--- config.mk ---
export PLATFORM = sky130hd
export DESIGN_NAME = double_ended_queue_with_search
export DESIGN_NICKNAME = d
export VERILOG_FILES = /design/src/hdl/deqs_pkg.sv /design/src/hdl/deqs_ram.sv /design/src/hdl/double_ended_queue_with_search.sv
export VERILOG_INCLUDE_DIRS = /design/src /design/src/hdl
export SDC_FILE = /design/constraint.sdc
export NUM_CORES = 1
export LEC_CHECK = 0
export BUFFER_PORTS_ARGS = -buffer_cell sky130_fd_sc_hd__buf_2
export CAP_MARGIN = 0
export CORE_ASPECT_RATIO = 0.9
export CORE_MARGIN = 2
export CORE_UTILIZATION = 37
export DETAILED_ROUTE_END_ITERATION = 6
export GPL_ROUTABILITY_DRIVEN = 0
export GPL_TIMING_DRIVEN = 0
export PLACE_DENSITY_LB_ADDON = 0.08
export SLEW_MARGIN = 20
export SYNTH_ARGS = -nofsm -noshare
export SYNTH_HDL_FRONTEND = slang
export SYNTH_HIERARCHICAL = 1
export SYNTH_SLANG_ARGS = --single-unit
--- constraint.sdc ---
create_clock -name clk -period 11.2 [get_ports clk]
set_input_delay 0.56 -clock clk [delete_from_list [all_inputs] [get_ports clk]]
set_output_delay 0.56 -clock clk [all_outputs]
set_load 0.005 [all_outputs]
--- src/hdl/double_ended_queue_with_search_macros.svh ---
// Assertion macros used by the double-ended queue RTL.
`ifndef DOUBLE_ENDED_QUEUE_WITH_SEARCH_MACROS_SVH
`define DOUBLE_ENDED_QUEUE_WITH_SEARCH_MACROS_SVH
`ifndef NO_ASSERTIONS
// Consequent must hold in the same cycle as the antecedent.
`define DEQS_ASSERT_NOW(lbl, ante, cons, msg) \
  lbl: assert property (@(posedge clk) disable iff (!rst_n) (ante) |-> (cons)) \
    else $error(msg);
// Consequent must hold in the cycle after the antecedent.
`define DEQS_ASSERT_NEXT(lbl, ante, cons, msg) \
  lbl: assert property (@(posedge clk) disable iff (!rst_n) (ante) |=> (cons)) \
    else $error(msg);
`else
`define DEQS_ASSERT_NOW(lbl, ante, cons, msg)
`define DEQS_ASSERT_NEXT(lbl, ante, cons, msg)
`endif
`endif

--- src/hdl/deqs_pkg.sv ---
// Package with types and constants of the double-ended queue with search.
package deqs_pkg;

  // Default number of entries in the element store.
  localparam int DEPTH_DEF = 16;

  // Width of one stored element.
  localparam int ELEM_W = 32;

  // Action codes of an input item.
  typedef enum logic [2:0] {
    ACT_PUSH_FRONT = 3'd0,
    ACT_PUSH_BACK  = 3'd1,
    ACT_POP_FRONT  = 3'd2,
    ACT_POP_BACK   = 3'd3,
    ACT_SEARCH     = 3'd4
  } action_t;

  // Status codes of a result item.
  typedef enum logic [1:0] {
    STS_OK        = 2'd0,
    STS_EMPTY     = 2'd1,
    STS_FULL      = 2'd2,
    STS_NOT_FOUND = 2'd3
  } status_t;

  // Sequencer states.
  typedef enum logic [2:0] {
    ST_IDLE,
    ST_EXEC,
    ST_POP,
    ST_SEARCH,
    ST_RESULT
  } state_t;

  // Input item.
  typedef struct packed {
    logic [2:0]               action;
    logic signed [ELEM_W-1:0] value;
  } deqs_in_t;

  // Result item.
  typedef struct packed {
    status_t                  status;
    logic signed [ELEM_W-1:0] data;
    logic [4:0]               position;
    logic [4:0]               count;
  } deqs_out_t;

endpackage

--- src/hdl/deqs_ram.sv ---
// Generic simple dual-port RAM with one write port and a registered read port.
module deqs_ram #(
  parameter int WIDTH = 32,
  parameter int DEPTH = 16
) (
  input  logic                     clk,
  input  logic                     we,
  input  logic [$clog2(DEPTH)-1:0] waddr,
  input  logic [WIDTH-1:0]         wdata,
  input  logic [$clog2(DEPTH)-1:0] raddr,
  output logic [WIDTH-1:0]         rdata
);

  logic [WIDTH-1:0] mem [DEPTH];

  // Write and registered read.
  always_ff @(posedge clk) begin
    if (we) begin
      mem[waddr] <= wdata;
    end
    rdata <= mem[raddr];
  end

endmodule

--- src/hdl/double_ended_queue_with_search.sv ---
// Top level of the bounded double-ended queue with linear search.
//
// Input channel in_valid/in_ready/in_data carries one item: an action
// (push front, push back, pop front, pop back, search) and a 32-bit value.
// Every accepted item yields exactly one result item on out_valid/
// out_ready/out_data: status, popped data, 1-based match position, count.
// The block handles one item at a time; in_ready is high only while the
// sequencer is idle. Each item passes through the execute and result states;
// a pop of a non-empty queue also passes the pop state, and a search walks
// the store from the front until the first match or the end of the entries.
// The search runs one shared address adder and one comparator over the
// store, one entry per cycle, fed by the single read port of the RAM.
// The result sits in an output register; if the receiver stalls, the next
// item is still accepted and its result waits in the sequencer until the
// output register frees up. Synchronous active-low reset empties the queue
// and sets the front pointer to zero; no clearing pass of the store runs.
`include "double_ended_queue_with_search_macros.svh"

module double_ended_queue_with_search #(
  parameter int DEPTH = deqs_pkg::DEPTH_DEF
) (
  input  logic               clk,
  input  logic               rst_n,
  input  logic               in_valid,
  output logic               in_ready,
  input  deqs_pkg::deqs_in_t in_data,
  output logic               out_valid,
  input  logic               out_ready,
  output deqs_pkg::deqs_out_t out_data
);

  localparam int AW = $clog2(DEPTH);
  localparam int CW = $clog2(DEPTH + 1);
  localparam logic [CW-1:0] OCC_FULL = CW'(DEPTH);
  localparam logic [AW:0]   SUM_WRAP = (AW + 1)'(DEPTH);
  localparam logic [AW-1:0] OFS_BACK_STEP = AW'(DEPTH - 1);
  localparam logic [AW-1:0] OFS_ONE = AW'(1);

  deqs_pkg::state_t state_r, state_nxt;

  // Queue state.
  logic [AW-1:0] front_r, front_nxt;
  logic [CW-1:0] occ_r, occ_nxt;

  // Latched item and search index.
  logic [2:0]                         act_r;
  logic signed [deqs_pkg::ELEM_W-1:0] key_r;
  logic [CW-1:0]                      idx_r, idx_nxt;

  // Pending result fields.
  deqs_pkg::status_t                  res_status_r, res_status_nxt;
  logic signed [deqs_pkg::ELEM_W-1:0] res_data_r, res_data_nxt;
  logic [4:0]                         res_pos_r, res_pos_nxt;

  // Output register.
  logic               out_valid_r, out_valid_nxt;
  deqs_pkg::deqs_out_t out_r, out_nxt;

  // Store access.
  logic                        ram_we;
  logic [AW-1:0]               ram_addr;
  logic [deqs_pkg::ELEM_W-1:0] ram_rdata;

  // Shared address unit.
  logic [AW-1:0] ofs;
  logic [AW:0]   slot_sum;
  logic [AW-1:0] slot;

  logic full, empty, hit, in_fire, out_free;

  assign full     = (occ_r == OCC_FULL);
  assign empty    = (occ_r == '0);
  assign in_ready = (state_r == deqs_pkg::ST_IDLE);
  assign in_fire  = in_valid && in_ready;
  assign out_free = !out_valid_r || out_ready;
  assign hit      = ($signed(ram_rdata) == key_r);

  // Circular slot: front plus offset, wrapped once at the store depth.
  assign slot_sum = {1'b0, front_r} + {1'b0, ofs};
  assign slot     = (slot_sum >= SUM_WRAP) ? AW'(slot_sum - SUM_WRAP) : AW'(slot_sum);
  assign ram_addr = slot;

  // Offset selection for the shared address unit.
  always_comb begin
    ofs = '0;
    if (state_r == deqs_pkg::ST_SEARCH) begin
      ofs = AW'(idx_r);
    end else if (state_r == deqs_pkg::ST_POP) begin
      ofs = OFS_ONE;
    end else begin
      unique case (act_r)
        deqs_pkg::ACT_PUSH_FRONT: ofs = OFS_BACK_STEP;
        deqs_pkg::ACT_PUSH_BACK:  ofs = AW'(occ_r);
        deqs_pkg::ACT_POP_BACK:   ofs = AW'(occ_r - 1'b1);
        default:                  ofs = '0;
      endcase
    end
  end

  deqs_ram #(
    .WIDTH (deqs_pkg::ELEM_W),
    .DEPTH (DEPTH)
  ) u_store (
    .clk   (clk),
    .we    (ram_we),
    .waddr (ram_addr),
    .wdata (key_r),
    .raddr (ram_addr),
    .rdata (ram_rdata)
  );

  // Next state.
  always_comb begin
    state_nxt = state_r;
    unique case (state_r)
      deqs_pkg::ST_IDLE: begin
        if (in_fire) begin
          state_nxt = deqs_pkg::ST_EXEC;
        end
      end
      deqs_pkg::ST_EXEC: begin
        unique case (act_r)
          deqs_pkg::ACT_POP_FRONT,
          deqs_pkg::ACT_POP_BACK:  state_nxt = empty ? deqs_pkg::ST_RESULT
                                                     : deqs_pkg::ST_POP;
          deqs_pkg::ACT_SEARCH:    state_nxt = deqs_pkg::ST_SEARCH;
          default:                 state_nxt = deqs_pkg::ST_RESULT;
        endcase
      end
      deqs_pkg::ST_POP: state_nxt = deqs_pkg::ST_RESULT;
      deqs_pkg::ST_SEARCH: begin
        // A read is pending whenever the index is above zero.
        if ((idx_r != '0 && hit) || idx_r >= occ_r) begin
          state_nxt = deqs_pkg::ST_RESULT;
        end
      end
      deqs_pkg::ST_RESULT: begin
        if (out_free) begin
          state_nxt = deqs_pkg::ST_IDLE;
        end
      end
      default: state_nxt = deqs_pkg::ST_IDLE;
    endcase
  end

  // Datapath and outputs of the sequencer.
  always_comb begin
    front_nxt      = front_r;
    occ_nxt        = occ_r;
    idx_nxt        = idx_r;
    res_status_nxt = res_status_r;
    res_data_nxt   = res_data_r;
    res_pos_nxt    = res_pos_r;
    out_valid_nxt  = out_valid_r && !out_ready;
    out_nxt        = out_r;
    ram_we         = 1'b0;
    unique case (state_r)
      deqs_pkg::ST_EXEC: begin
        res_status_nxt = deqs_pkg::STS_OK;
        res_data_nxt   = '0;
        res_pos_nxt    = '0;
        idx_nxt        = '0;
        unique case (act_r)
          deqs_pkg::ACT_PUSH_FRONT: begin
            if (full) begin
              res_status_nxt = deqs_pkg::STS_FULL;
            end else begin
              ram_we    = 1'b1;
              front_nxt = slot;
              occ_nxt   = occ_r + 1'b1;
            end
          end
          deqs_pkg::ACT_PUSH_BACK: begin
            if (full) begin
              res_status_nxt = deqs_pkg::STS_FULL;
            end else begin
              ram_we  = 1'b1;
              occ_nxt = occ_r + 1'b1;
            end
          end
          deqs_pkg::ACT_POP_FRONT,
          deqs_pkg::ACT_POP_BACK: begin
            if (empty) begin
              res_status_nxt = deqs_pkg::STS_EMPTY;
            end else begin
              occ_nxt = occ_r - 1'b1;
            end
          end
          default: ;
        endcase
      end
      deqs_pkg::ST_POP: begin
        // Read data of the popped slot arrives now; pop front moves the front.
        res_data_nxt = $signed(ram_rdata);
        if (act_r == deqs_pkg::ACT_POP_FRONT) begin
          front_nxt = slot;
        end
      end
      deqs_pkg::ST_SEARCH: begin
        if (idx_r != '0 && hit) begin
          res_pos_nxt = 5'(idx_r);
        end else if (idx_r >= occ_r) begin
          res_status_nxt = deqs_pkg::STS_NOT_FOUND;
        end else begin
          idx_nxt = idx_r + 1'b1;
        end
      end
      deqs_pkg::ST_RESULT: begin
        if (out_free) begin
          out_valid_nxt    = 1'b1;
          out_nxt.status   = res_status_r;
          out_nxt.data     = res_data_r;
          out_nxt.position = res_pos_r;
          out_nxt.count    = 5'(occ_r);
        end
      end
      default: ;
    endcase
  end

  // Control registers.
  always_ff @(posedge clk) begin
    if (!rst_n) begin
      state_r     <= deqs_pkg::ST_IDLE;
      front_r     <= '0;
      occ_r       <= '0;
      out_valid_r <= 1'b0;
    end else begin
      state_r     <= state_nxt;
      front_r     <= front_nxt;
      occ_r       <= occ_nxt;
      out_valid_r <= out_valid_nxt;
    end
  end

  // Payload registers.
  always_ff @(posedge clk) begin
    if (in_fire) begin
      act_r <= in_data.action;
      key_r <= in_data.value;
    end
    idx_r        <= idx_nxt;
    res_status_r <= res_status_nxt;
    res_data_r   <= res_data_nxt;
    res_pos_r    <= res_pos_nxt;
    out_r        <= out_nxt;
  end

  assign out_valid = out_valid_r;
  assign out_data  = out_r;

  // Checks on the sequencer and queue bookkeeping.
  `DEQS_ASSERT_NOW(a_occ_bound, 1'b1, occ_r <= OCC_FULL, "occupancy above depth")
  `DEQS_ASSERT_NOW(a_search_idx, state_r == deqs_pkg::ST_SEARCH, idx_r <= occ_r, "search index past count")
  `DEQS_ASSERT_NEXT(a_push_grow, state_r == deqs_pkg::ST_EXEC && !full && (act_r == deqs_pkg::ACT_PUSH_FRONT || act_r == deqs_pkg::ACT_PUSH_BACK), occ_r == CW'($past(occ_r) + 1'b1), "push did not grow queue")
  `DEQS_ASSERT_NEXT(a_result_load, state_r == deqs_pkg::ST_RESULT && out_free, out_valid_r && in_ready, "result not loaded")

endmodule

==> impl_metrics.tcl <==
set metrics [dict create \
    fin_skew_ns 0.0268 \
    netlist_area_um2 25500 \
    worstHoldPathCells 1 \
    cts.sink_count 680 \
    firstDrtPassIters 5 \
    grtUsageTotal_pct 18.0 \
    area_growth_pct 18.8 \
    finalNonFillerCells 2363 \
    grt_first_pass_wirelength_um 90700 \
    hold_ws_ns 0.104 \
    core_um2 68300 \
    drc 0 \
    crit_arrival_ns 5.36 \
    p_sw_share_pct 24.5 \
    grt-ovfl-total 0 \
    p_per_area_nw_per_um2 202 \
    synth_edf_count 635 \
    synthAdderAreaFrac_pct 0.717 \
    outcome "finished clean" \
    syn_area_per_cell_um2 20.9 \
    final_nets 1473 \
    setup_slack_ns 6.17 \
    cts_hold_repair.buffers 0 \
    synth_compound_area_share_pct 2.95 \
    path_max_fanout 10 \
    drive_gt1_share_pct 27.5 \
    rows 91 \
    p_comb_share_pct 11.1 \
    dp_hpwl_um 40800 \
    r2r_cells 16 \
    postCtsSetupRepairBufs 0 \
    period_share_pct 44.9 \
    rrSetupSlack_ns 6.17 \
    holdPathEnd "key_r[28]" \
    hp-class "input port to flop" \
    drt_iter0_markers 978 \
    wl_um 62200 \
    yosys.area_share.simple_pct 3.78 \
    die_area_um2 71000 \
    p_leak_nw 9.89 \
    yosysTopAreaCell "edfxtp_1" \
    cts_max_level 3 \
    synth_area_leaders "edfxtp_1 (75%), mux4_2 (11%), dfxtp_1 (3.5%), a22oi_1 (1.9%), xor2_1 (1.2%)" \
    place_ws_ns 6.29 \
    fillers 5878 \
    finalMaxSlewViolations 0 \
    utilization_pct 44.3 \
    cts_root_buf "clkbuf_16" \
    clock_power_share_pct 39.6 \
    syn_nets 1270 \
    via_count 12400 \
    vias_per_cell 5.23 \
    cp-end-kind "flop" \
    numPortBuffers 84 \
    setup_viol 0 \
    die_x_um 281 \
    tightest_slew_ns 1.06 \
    dieHeight_um 253 \
    grt_start_max_net_pins 33 \
    synth_xor_area_share_pct 1.55 \
    clkTransAtPathRegs_ns 0.07 \
    syn_inst 1217 \
    async_flop_share_pct 0 \
    criticalPathCategory "flop to flop" \
    p_int_mw 4.62 \
    rr_startpoint "state_r[1]" \
    hold_viol 0 \
    synth_top_area_share_pct 74.9 \
    final_cell_area_um2 30300 \
    cp.required_ns 11.52 \
    yosysUniqueCellTypes 52 \
    synthMuxAreaShare_pct 11.4 \
    synth-seq-area-share_pct 78.4 \
    cts_buffers 74 \
    cts_tree "built" \
    slew_headroom_pct 29.5 \
    rsz0062_at_grt "no" \
    p_seq_share_pct 49.3 \
    synth_top_family_by_area "multiplexers" \
    synth_common_cells "edfxtp_1 (635), mux4_2 (128), a22oi_1 (65)" \
    ys_warn_count 6 \
    place_area_um2 27900 \
    place_inst 2227 \
    fmax_mhz 199 \
    fin_total_pwr_mw 6.11 \
    io_pins 85 \
    ant_nets 0 \
    setup_tns_ns 0 \
    clock_path_buffers 3 \
    switchingPower_mw 1.50 \
    vdd_ir_drop_max_v 0.000116 \
    reg2reg_to "u_store/mem[4][16]" \
    multi_input_area_um2 5320 \
    fin_crit_ns 5.03 \
    clk_latency_ns 0.63 \
    yosysMostFrequentCell "edfxtp_1" \
    synth-seq-cells 680 \
    critical_path.startpoint_type "flop" \
    regArea_um2 20000 \
    ys.flop_type "edfxtp_1" \
    wl_per_cell_um 26.3 \
    maxCapViolCount 0 \
    grt_pass1_vias 12800 \
    antenna_found_initial 1 \
    cts_resized 0 \
    start_util_pct 37.3 \
    hp-start "in_data[28]" \
]
-- critical path, cell delays in order (launching register included) --
cell	delay (ns)
dfxtp_1	0.37
clkbuf_1	0.35
inv_1	0.10
or2_2	0.30
clkbuf_1	0.25
nor2_1	0.26
a31o_2	0.16
ha_1	0.22
a21o_1	0.15
a21oi_1	0.17
xor2_1	0.27
xnor2_1	0.26
nand3b_1	0.45
nor3_2	0.72
buf_4	0.33
buf_6	0.16
buf_4	0.17
-- how the worst max path moves through the flow --
stage                     startpoint                   to  cells past startpoint
after floorplan           state_r[1]    u_store/mem[0][0]                     13
after CTS                 state_r[1]   u_store/mem[4][13]                     16
after global routing      state_r[1]   u_store/mem[8][16]                     15
after global placement    state_r[1]  u_store/mem[12][16]                     13
after detailed placement  state_r[1]   u_store/mem[4][16]                     16
final                     state_r[1]   u_store/mem[4][16]                     16
-- registers in the layout, indices dropped and copies added, names as in the netlist, 5 cells and up --
signal and flops:
occ_r 5, idx_r 5, res_data_r 32, out_data 44, res_pos_r 5, u_store/mem 512, u_store/rdata 32, key_r 32
-- cells by family after synthesis --
group | Yosys count
compound gates | 99
xor+xnor | 45
fa+ha+maj | 14
buf+inv | 68
flops | 680
mux | 130
simple gates | 181
-- layer usage --
metal,track usage [%],vias up,share of wire [%]
met4,4.83,0,2.2
met1,25.6,6602,46
met2,28.7,268,48
li1,-,5389,-
met5,0,-,0
met3,3.13,98,3.9
-- cell usage in the layout, fill, tap and decap left out, drive strengths merged, types with 4 or more instances in the layout --
master    n
a22oi    65
buf     157
nand2    45
dfxtp    45
nand2b    7
inv      18
edfxtp  635
nor3      8
a21oi    10
or3       4
clkinv   26
nor4      8
nand3     8
nor2b     8
ha       13
bufinv    7
mux4    128
nand4     4
xnor2     9
o21ai     5
nor2     29
xor2     36
clkbuf  121
and2     41
-- power groups by stage --
stage,clock network (mW),logic [mW],registers [mW]
after floorplan,0,0.422,3.03
after global placement,0,0.672,3.07
after detailed placement,0,0.692,3.07
after CTS,2.49,0.694,3.02
after global routing,2.58,0.731,3.03
final,2.42,0.677,3.01
-- cell type report --
class	instances	share of cell area, %
Inverter	14	0.174
Sequential cell	680	66.0
Clock buffer	97	6.61
Timing Repair Buffer	127	3.83
Multi-Input combinational cell	469	17.6
Antenna cell	1	0.00827
Clock inverter	38	1.32
Tap cell	883	3.65
Buffer	54	0.856
No activity file was read; power rests on OpenSTA's default activity.
